===== src/rso_pkg.sv =====
`default_nettype none
package rso_pkg;
    localparam int COORD_W    = 20;
    localparam int SUM_W      = 30;
    localparam int SQ_W       = 50;
    localparam int CNT_W      = 11;
    localparam int MAX_ATOMS  = 1024;
    localparam int MAX_DIGITS = 15;
    localparam int DIG_W      = 4;
    localparam int KEY_W      = 45;
    localparam int NUM_W      = 62;
    localparam int D10_W      = 66;
    localparam int RES_W      = 80;
    localparam int NUM_TERMS  = 5;
    localparam int STEP_W     = 3;

    typedef struct packed {
        logic [CNT_W-1:0] n;
        logic             ovf;
        logic [SUM_W-1:0] sx;
        logic [SUM_W-1:0] sy;
        logic [SUM_W-1:0] sz;
        logic [SQ_W-1:0]  sxx;
        logic [SQ_W-1:0]  syy;
        logic [SQ_W-1:0]  sxy;
        logic [SQ_W-1:0]  syz;
        logic [SQ_W-1:0]  sxz;
    } snap_t;
endpackage
`default_nettype wire


===== src/rso_queue.sv =====
`default_nettype none
module rso_queue (
    input  wire logic           clk,
    input  wire logic           rst_n,
    input  wire logic           push,
    input  wire rso_pkg::snap_t push_data,
    output logic                full,
    output logic                not_empty,
    input  wire logic           pop,
    output rso_pkg::snap_t      pop_data
);
    rso_pkg::snap_t mem_reg [2];
    logic       wr_reg, rd_reg;
    logic [1:0] cnt_reg, cnt_next;

    assign full      = cnt_reg == 2'd2;
    assign not_empty = cnt_reg != 2'd0;
    assign pop_data  = mem_reg[rd_reg];

    always_comb
    begin
        cnt_next = cnt_reg;
        if (push && !pop)
            cnt_next = cnt_reg + 2'd1;
        else if (pop && !push)
            cnt_next = cnt_reg - 2'd1;
    end

    always_ff @(posedge clk)
    begin
        if (push)
            mem_reg[wr_reg] <= push_data;
    end

    always_ff @(posedge clk or negedge rst_n)
    begin
        if (!rst_n)
        begin
            wr_reg  <= 1'b0;
            rd_reg  <= 1'b0;
            cnt_reg <= 2'd0;
        end
        else
        begin
            if (push)
                wr_reg <= ~wr_reg;
            if (pop)
                rd_reg <= ~rd_reg;
            cnt_reg <= cnt_next;
        end
    end
endmodule
`default_nettype wire


===== config.mk =====
export PLATFORM = sky130hd
export DESIGN_NAME = rso_queue
export DESIGN_NICKNAME = d
export VERILOG_FILES = /design/src/rso_pkg.sv /design/src/rso_queue.sv
export SDC_FILE = /design/constraint.sdc
export NUM_CORES = 1
export LEC_CHECK = 0
export ABC_AREA = 1
export BUFFER_PORTS_ARGS = -buffer_cell sky130_fd_sc_hd__buf_2
export CORE_AREA = 4 4 277 279
export DETAILED_ROUTE_END_ITERATION = 8
export DIE_AREA = 0 0 281 283
export SLEW_MARGIN = 20
export SYNTH_ARGS = -nofsm -noshare
export SYNTH_HDL_FRONTEND = slang
export SYNTH_SLANG_ARGS = --single-unit

===== constraint.sdc =====
create_clock -name clk -period 24.6 [get_ports clk]
set_input_delay 4.92 -clock clk [delete_from_list [all_inputs] [get_ports clk]]
set_output_delay 4.92 -clock clk [all_outputs]
set_load 0.01 [all_outputs]

=== Word-level counts from Yosys, hierarchy flattened ===
Memories as Yosys holds them, arrays and structs flattened.
Cells that the tools add are included.

* Bits in registers: 4
* Word-level logic and storage cells: 19
* Memory bits (writable): 704
* Input bits: 356
* Memories: 1
* Output and inout bits: 354

* Add/sub/neg operators: 2
* Bitwise gates (word level): 2
* Reduce and logical (&&, ||, !) cells: 6
* Equality and inequality tests: 1
* Multiplexer cells: 4

{| class="wikitable"
|+ Memory list
! name !! depth !! bits a word !! rd ports !! clocked after Yosys merged registers in !! wr ports !! RTL line !! source
|-
| mem_reg || 2 || 352 || 1 || 0 || 1 || rso_queue.sv:12 || <nowiki>rso_pkg::snap_t mem_reg [2];</nowiki>
|}

{| class="wikitable"
|+ Operator list
! kind !! number
|-
| $mux W2 || 2
|-
| $reduce_bool A2 Y1 || 2
|-
| $add A2 B1 Y2 const B || 1
|-
| $eq A2 B2 Y1 const B || 1
|-
| $logic_and A1 B1 Y1 || 2
|-
| $logic_not A1 Y1 || 2
|-
| $mux W1 || 2
|-
| $not A1 Y1 || 2
|-
| $sub A2 B1 Y2 const B || 1
|}

=== Logic depth before layout (Yosys ltp) ===
Gate-level depths: netlist (run 1).

* Word-level depth: 4
* Depth in mapped cells: 7
* Mapped depth without buffers: 7

=== Worst setup path before layout (run 1) ===
No wires, ideal clock.

* Kind: input to register
* Start point: input port push
* End point: memory mem_reg[0][0] (netlist name) (enable)
* Data required time: 23.517 ns
* Arrival time: 19.658 ns
* Setup time: 1.083 ns
* Slack: 3.858 ns
* Cell stages on the path: 2
* Path buffers: 0
* Path through: inv_1 > nor2_1

* Longest elaborated chain between the ends: 2

{| class="wikitable"
|+ RTL lines
! what !! RTL line !! source
|-
| from (decl) || rso_queue.sv:5 || <nowiki>input wire logic push,</nowiki>
|-
| $mux W1 || rso_queue.sv:31 || <nowiki>if (push)</nowiki>
|-
| $mux W1 (implied by the code) || rso_queue.sv:32 || <nowiki>mem_reg[wr_reg] <= push_data;</nowiki>
|-
| to (decl) || rso_queue.sv:12 ||
|}

No other way between the ends.

==> results of run 1 <==
synth_stat cells:
master    number
nand2_1        6
buf_4          1
xor2_1         2
nand4_1        1
buf_2         19
xnor2_1        1
dfrtp_1        4
buf_6         19
mux2_2       182
edfxtp_1     704
inv_1          7
ha_1           1
nand3_1        1
mux2_4       170
nor2_1         2
worst min-delay path, delay by kind of cell (launching register included):
family | cells | cell delay (ps)
flip-flops | 1 | 350
AND/OR/NAND/NOR | 2 | 110
worst paths after layout:
check,endpoint,slack [ps],cells past startpoint
max in group asynchronous,rd_reg,20330,1
min reg2reg,cnt_reg[1],490,2
min,cnt_reg[1],490,2
max,pop_data[105],15220,5
max reg2reg,mem_reg[0][228],20440,4
min in group asynchronous,rd_reg,4130,1
per-stage QoR:
stage / power (mW) / hold slack (ps)
2_1_floorplan: 2.55 / 442
3_3_place_gp: 2.86 / 456
3_5_place_dp: 2.88 / 471
4_1_cts: 4.03 / 490
5_1_grt: 4.15 / 513
6_report: 3.96 / 490
report_power, final:
| group | internal (mW) | switching [mW] | leakage (nW) |
|---|---|---|---|
| logic | 0.537 | 0.630 | 5.06 |
| registers | 1.60 | 0.0594 | 6.65 |
| clock network | 0.669 | 0.464 | 1.25 |
| total | 2.81 | 1.15 | 13.0 |
metal layers:
layer,global-route usage [%],part of all wire (%),vias up
met5,0,0.20,-
met4,6.14,3.1,20
met3,5.12,8.3,129
met2,27.6,54,500
met1,15.3,34,6681
li1,-,-,6045
area by class of cell:
| class | count | area share (%) |
|---|---|---|
| flip-flops and latches | 708 | 63.5 |
| multi-input cells | 366 | 14.0 |
| repair buffers | 724 | 11.0 |
| clock buffers | 90 | 6.04 |
| well taps | 969 | 3.63 |
| clock inverters | 52 | 1.52 |
| diodes | 16 | 0.120 |
| inverters | 7 | 0.101 |
cell families (layout without fill, tap and decap cells):
family                     count (synthesis)  in the layout  share of synthesized area, %
and+or+nand+nor                           10             10                         0.157
DFF                                      708            708                          80.9
muxes                                    352            352                          17.5
buffers and inverters                     46            873                          1.31
xor gates and xnor gates                   3              3                         0.100
adders and majority gates                  1              1                        0.0476
other                                      0             16                             0
==> out/qor.csv, run 1 <==
stage,metric,value,unit
clock_network,htree_num_levels,3,
floorplan,boundaryPins,710,
sta,clock_skew,15.0,ps
sta,period_needed,9380,ps
drt,via_per_inst,4.56,
worst_setup_path,slowest_stage,buf_4,
placed_design,gp_congestion,0.792,
worst_setup_path,cp_top_family,buffers and inverters,
logic_synthesis,synth_top_cell_by_area,edfxtp_1,
pwr,peakVddDrop,75.5,uV
logic_synthesis,synth_area_per_cell,23.5,um2
placed_design,place_ws,15210,ps
final_layout,drive_above_1_share,61.3,%
worst_hold_path,hold_path_startpoint,cnt_reg[1],
worst_setup_path,path_cells,buf_4 -> buf_4 -> buf_4 -> mux2_2 -> buf_2,
floorplan,start_util,35.4,%
final_layout,n_fill_cell,6427,
sta,fin_tns_setup,0,ps
worst_setup_path,cp.arrival,4460,ps
global_route,antenna_found_initial,28,
clock_network,root_buffer,clkbuf_16,
placed_design,hpwlAfterDp,44400,um
run,cap_violations,0,
floorplan,core,74200,um2
sta,timing.final.ws_setup,15220,ps
logic_synthesis,syn_nets,1477,
final_layout,final_cell_mix,"buf_2 (709), edfxtp_1 (704), mux2_2 (182)",
logic_synthesis,netlist.area_leader.share,80.5,%
logic_synthesis,synth_top_cells_by_area,"edfxtp_1 (80%), mux2_4 (9.7%), mux2_2 (7.8%)",
clock_network,cts_hold_buf,0,
sta,clock.fmax,0.107,GHz
floorplan,rows,100,
floorplan,dieArea,79500,um2
final_layout,fin_cells,2932,
drt,antenna_left,0,
worst_setup_path,worstPathRequired,19680,ps
clock_network,clk_latency,600,ps
sta,post-route-period-util,38.1,%
logic_synthesis,synthesis.area,26300,um2
outcome,run_status,completed,
logic_synthesis,ys_seq_area_share,80.9,%
worst_setup_path,setup.worst_path.end_class,output pin,
global_route,grt_usage,14.9,%
final_layout,multiInputGateArea,4690,um2
clock_network,cts.repair.resized,0,
clock_network,clk_pin_slew,60,ps
placed_design,io_buffers,709,
final_layout,final_common_cell,buf_2,
sta,setup_viol,0,
pwr,p_leak,13.0,nW
clock_network,cts.path.max_buffers,3,
clock_network,cts_setup_buffers,0,
final_layout,areaGrowthSynthToFinish,27.3,%
global_route,grt_max_degree,89,
clock_network,cts_sinks,708,
global_route,overflow,0,
global_route,grt_pass1_wl,89400,um
worst_setup_path,crit_start,rd_reg,
sta,hold_viol,0,
worst_setup_path,setup.worst_path.start_class,register,
final_layout,postLayoutCoreUtil,45.1,%
final_layout,final-seq-area,21200,um2
sta,slew_headroom,31.3,%
drt,drt-initial-drc-count,761,
floorplan,die_h,283,um
worst_setup_path,slowest_delay,880,ps
clock_network,cts_buffers,77,
worst_setup_path,path_common_cell,buf_4,
worst_setup_path,worst-path-buf-inv,4,
final_layout,finalInstanceArea,33400,um2
worst_hold_path,hp-class,reg2reg,
logic_synthesis,syn_inst,1120,
logic_synthesis,synth_warnings,0,
pwr,powerDensity,118,nW/um2
sta,slew_violations,0,
placed_design,dp_cells,2773,
logic_synthesis,ys_types,15,
sta,worst_slew_pin_slew,1030,ps
placed_design,place_area,30800,um2
clock_network,cts_tree,yes,
sta,rsz0062_at_grt,false,
drt,drt-wirelength-per-cell,21.3,um
worst_setup_path,crit_type,reg2out,
floorplan,die_x,281,um
drt,vias,13400,
worst_setup_path,worstPathMaxFanout,60,
drt,drt_pass1_iterations,4,
drt,route.detailed.drc,0,
final_layout,nets,2241,
final_layout,largest_register_ffs,704,
worst_setup_path,r2r-start,wr_reg,
drt,routed_wirelength,62300,um
logic_synthesis,synth-seq-cells,708,
global_route,grt_pass1_vias,14500,
Note: power is estimated with default switching activity, not from simulation.
==> run 2: changes to the inputs <==
clock period = 9.1 ns   (was 24.6 ns; I/O delays follow)
==> run 2 against run 1 <==
  * Via count increased by 0.44%
  * Wire length decreased by 0.40%
  * Register-to-register slack worse by 14000 ps
  * Hold slack improved by 4.9 ps
  * Critical endpoint is now pop_data[4]
  * Largest cell class unchanged
==> out/qor.csv, run 2 (synthesized netlist as in run 1, its figures left out) <==
stage,metric,value,unit
outcome,run_status,completed,
sta,rsz0062_at_grt,false,
floorplan,die_h,283,um
clock_network,root_buffer,clkbuf_16,
clock_network,clk_latency,610,ps
run,cap_violations,0,
sta,clock_skew,17.0,ps
floorplan,start_util,35.4,%
worst_setup_path,worstPathRequired,7280,ps
final_layout,n_fill_cell,6414,
clock_network,cts_tree,yes,
drt,routed_wirelength,62100,um
placed_design,io_buffers,709,
sta,slew_headroom,26.4,%
final_layout,multiInputGateArea,4690,um2
sta,setup_viol,0,
clock_network,cts_buffers,76,
clock_network,cts_sinks,708,
floorplan,boundaryPins,710,
pwr,p_leak,12.9,nW
clock_network,clk_pin_slew,60,ps
sta,clock.fmax,0.195,GHz
global_route,grt_pass1_wl,89500,um
worst_setup_path,crit_type,reg2out,
sta,period_needed,5130,ps
placed_design,hpwlAfterDp,43200,um
worst_setup_path,worstPathMaxFanout,100,
worst_setup_path,crit_start,rd_reg,
floorplan,dieArea,79500,um2
drt,via_per_inst,4.58,
worst_setup_path,cp.arrival,3310,ps
drt,drt-initial-drc-count,743,
global_route,grt_max_degree,156,
clock_network,cts_hold_buf,0,
global_route,antenna_found_initial,28,
sta,hold_viol,0,
global_route,overflow,0,
drt,route.detailed.drc,0,
worst_setup_path,r2r-start,wr_reg,
drt,antenna_left,0,
drt,vias,13400,
final_layout,final_common_cell,buf_2,
sta,fin_tns_setup,0,ps
final_layout,nets,2235,
final_layout,areaGrowthSynthToFinish,27.5,%
clock_network,htree_num_levels,3,
floorplan,rows,100,
floorplan,die_x,281,um
sta,post-route-period-util,56.4,%
pwr,peakVddDrop,182,uV
sta,worst_slew_pin_slew,1100,ps
clock_network,cts.repair.resized,0,
clock_network,cts.path.max_buffers,3,
sta,timing.final.ws_setup,3970,ps
worst_setup_path,setup.worst_path.end_class,output pin,
final_layout,drive_above_1_share,60.9,%
clock_network,cts_setup_buffers,0,
worst_setup_path,setup.worst_path.start_class,register,
final_layout,final-seq-area,21200,um2
worst_hold_path,hp-class,reg2reg,
final_layout,final_cell_mix,"buf_2 (709), edfxtp_1 (704), mux2_2 (182)",
global_route,grt_pass1_vias,14400,
sta,slew_violations,0,
drt,drt_pass1_iterations,4,
worst_hold_path,hold_path_startpoint,cnt_reg[1],
global_route,grt_usage,15.0,%
worst_setup_path,r2r_setup_slack,6210,ps
pwr,powerDensity,321,nW/um2
placed_design,gp_congestion,0.803,
floorplan,core,74200,um2
drt,drt-wirelength-per-cell,21.2,um
final_layout,largest_register_ffs,704,
final_layout,postLayoutCoreUtil,45.2,%
placed_design,place_ws,4610,ps
-- run 2: through the flow --
step                power, mW  hold slack [ps]  instance area, um2  cells
finish                   10.8              495               33500   2931
global route             11.2              530               33500   2923
CTS                      10.9              492               33400   2905
detailed placement       7.76              477               30900   2768
global placement         7.72              454               30900   2768
floorplan                6.70              442               26300   1120
-- run 2: cell type report --
class / count / area share [%]
Tap cell: 969 / 3.62
Inverter: 7 / 0.0896
Timing Repair Buffer: 719 / 11.1
Clock inverter: 39 / 1.54
Multi-Input combinational cell: 366 / 14.0
Clock buffer: 98 / 6.05
Sequential cell: 708 / 63.4
Antenna cell: 25 / 0.187
-- run 2: path summary, 6_finish.rpt --
kind	end	cells past startpoint
max	pop_data[4]	4
max reg2reg	mem_reg[1][248]	4
max in group asynchronous	cnt_reg[0]	1
min reg2reg	cnt_reg[1]	2
min in group asynchronous	cnt_reg[1]	1
min	cnt_reg[1]	2
-- run 2: worst max-delay path: stages, from the launching register on --
cell,delay [ps]
dfrtp_4,1110
buf_12,350
buf_16,470
mux2_2,420
buf_2,140
-- run 2: routing by layer --
layer | share of wire, % | vias to the layer above | global-route usage, %
li1 | - | 6041 | -
met1 | 35 | 6779 | 15.6
met2 | 54 | 483 | 27.0
met3 | 8.0 | 123 | 5.00
met4 | 3.5 | 8 | 6.84
met5 | 0.089 | - | 0
-- run 2: power by group --
part	leakage (nW)	internal, mW	total [mW]	switching [mW]
clock	1.23	1.87	3.12	1.25
combinational	5.05	1.46	3.10	1.63
sequential	6.65	4.34	4.54	0.205
total	12.9	7.67	10.8	3.09
==> run 3: changes to the inputs <==
clock period = 4.8 ns   (was 9.1 ns; I/O delays follow)
==> run 3 against run 2 <==
  * Sequential cell count did not move
  * Hold slack worse by 330 ps
  * Highest routed layer unchanged
  * Sequential share of layout area is 0.15 points lower
  * Clock skew shrank 1.4 ps
  * Wire length is 1.3% higher
==> out/qor.csv, run 3 (synthesized netlist as in run 1, its figures left out) <==
stage,metric,value,unit
outcome,run_status,completed,
sta,clock.fmax,0.276,GHz
sta,setup_viol,0,
drt,antenna_left,0,
global_route,grt_usage,15.2,%
placed_design,gp_congestion,0.798,
clock_network,clk_latency,600,ps
worst_setup_path,worstPathMaxFanout,48,
worst_setup_path,crit_start,rd_reg,
final_layout,final_common_cell,buf_2,
clock_network,cts_sinks,708,
sta,rsz0062_at_grt,false,
worst_setup_path,cp.arrival,2660,ps
worst_setup_path,path_cells,buf_4 -> mux2_2 -> buf_2,
clock_network,root_buffer,clkbuf_16,
floorplan,boundaryPins,710,
drt,via_per_inst,4.57,
final_layout,drive_above_1_share,61.8,%
sta,slew_headroom,40.8,%
clock_network,htree_num_levels,3,
worst_hold_path,hp-class,in2async,
drt,vias,13400,
worst_setup_path,slowest_stage,dfrtp_4,
worst_setup_path,r2r-end,mem_reg[1][276],
clock_network,cts.path.max_buffers,3,
clock_network,cts.repair.resized,0,
pwr,total_power,20.3,mW
worst_setup_path,worstPathRequired,3840,ps
floorplan,dieArea,79500,um2
placed_design,io_buffers,709,
final_layout,final_cell_mix,"buf_2 (709), edfxtp_1 (704), mux2_2 (182)",
final_layout,areaGrowthSynthToFinish,27.8,%
sta,worst_slew_pin_slew,886,ps
worst_setup_path,r2r_setup_slack,2570,ps
floorplan,die_x,281,um
clock_network,cts_setup_buffers,0,
final_layout,n_fill_cell,6419,
clock_network,cts_buffers,75,
drt,route.detailed.drc,0,
worst_setup_path,cp_num_cells,3,
clock_network,cts_hold_buf,0,
final_layout,largest_register_ffs,704,
clock_network,clk_pin_slew,60,ps
drt,routed_wirelength,62900,um
final_layout,finalInstanceArea,33600,um2
floorplan,core,74200,um2
final_layout,final-seq-area,21200,um2
sta,clock_skew,15.6,ps
worst_setup_path,worst-path-buf-inv,2,
final_layout,nets,2255,
pwr,powerDensity,604,nW/um2
sta,slew_violations,0,
global_route,grt_pass1_wl,90500,um
sta,post-route-period-util,75.4,%
global_route,overflow,0,
worst_setup_path,slowest_delay,970,ps
floorplan,start_util,35.4,%
global_route,grt_pass1_vias,14400,
floorplan,rows,100,
run,cap_violations,0,
placed_design,place_area,31100,um2
global_route,grt_max_degree,98,
worst_setup_path,crit_end,pop_data[344],
worst_setup_path,setup.worst_path.start_class,register,
sta,hold_viol,0,
worst_setup_path,r2r-start,wr_reg,
worst_setup_path,setup.worst_path.end_class,output pin,
drt,drt-initial-drc-count,659,
pwr,peakVddDrop,311,uV
worst_setup_path,reg2regPathDepth,3,
drt,drt_pass1_iterations,4,
worst_setup_path,cp_top_family,flip-flops,
floorplan,die_h,283,um
drt,drt-wirelength-per-cell,21.4,um
clock_network,cts_tree,yes,
pwr,p_leak,13.0,nW
placed_design,hpwlAfterDp,45300,um
sta,period_needed,3620,ps
global_route,antenna_found_initial,26,
final_layout,multiInputGateArea,4710,um2
worst_setup_path,crit_type,reg2out,
==> run 3: layout make-up <==
| cell class | instances | share of cell area (%) |
|---|---|---|
| tap | 969 | 3.61 |
| sequential | 708 | 63.3 |
| clock buffer | 87 | 5.79 |
| clock inverter | 46 | 1.44 |
| multi-input combinational | 366 | 14.0 |
| inverter | 7 | 0.127 |
| antenna | 17 | 0.127 |
| timing repair buffer | 740 | 11.6 |
==> run 3: worst min path at each step <==
stage                     startpoint    endpoint  slack, ps  cells past startpoint
after detailed placement  cnt_reg[1]  cnt_reg[1]        490                      2
after floorplan           cnt_reg[1]  cnt_reg[1]        440                      2
final                          rst_n      wr_reg        160                      1
after CTS                      rst_n      wr_reg        110                      1
after global routing           rst_n      wr_reg        120                      1
after global placement    cnt_reg[1]  cnt_reg[1]        460                      2
==> run 3: through the flow <==
step | cells | worst slack [ps] | hold slack (ps) | setup TNS [ps] | util [%]
2_1_floorplan | 1120 | -1870 | 442 | -1283210 | -
3_3_place_gp | 2790 | 1770 | 457 | 0 | 41.9
3_5_place_dp | 2790 | 1750 | 485 | 0 | 41.9
4_1_cts | 2923 | 1080 | 108 | 0 | 45.2
5_1_grt | 2935 | 1040 | 121 | 0 | 45.2
6_report | 2940 | 1180 | 162 | 0 | 45.3
==> run 3: routing by layer <==
metal | share of wire, % | wire length [um] | vias up | GRT usage (%)
met5 | 0.20 | 127 | - | 0
met1 | 35 | 22100 | 6774 | 15.6
li1 | - | - | 6061 | -
met2 | 54 | 33700 | 464 | 27.8
met4 | 2.8 | 1750 | 20 | 6.30
met3 | 8.4 | 5310 | 111 | 5.35
==> run 3: report_power, final <==
part	switching [mW]	internal, mW	leakage (nW)
registers	0.360	8.19	6.65
logic	3.21	2.85	5.17
clock network	2.39	3.27	1.18
total	5.96	14.3	13.0
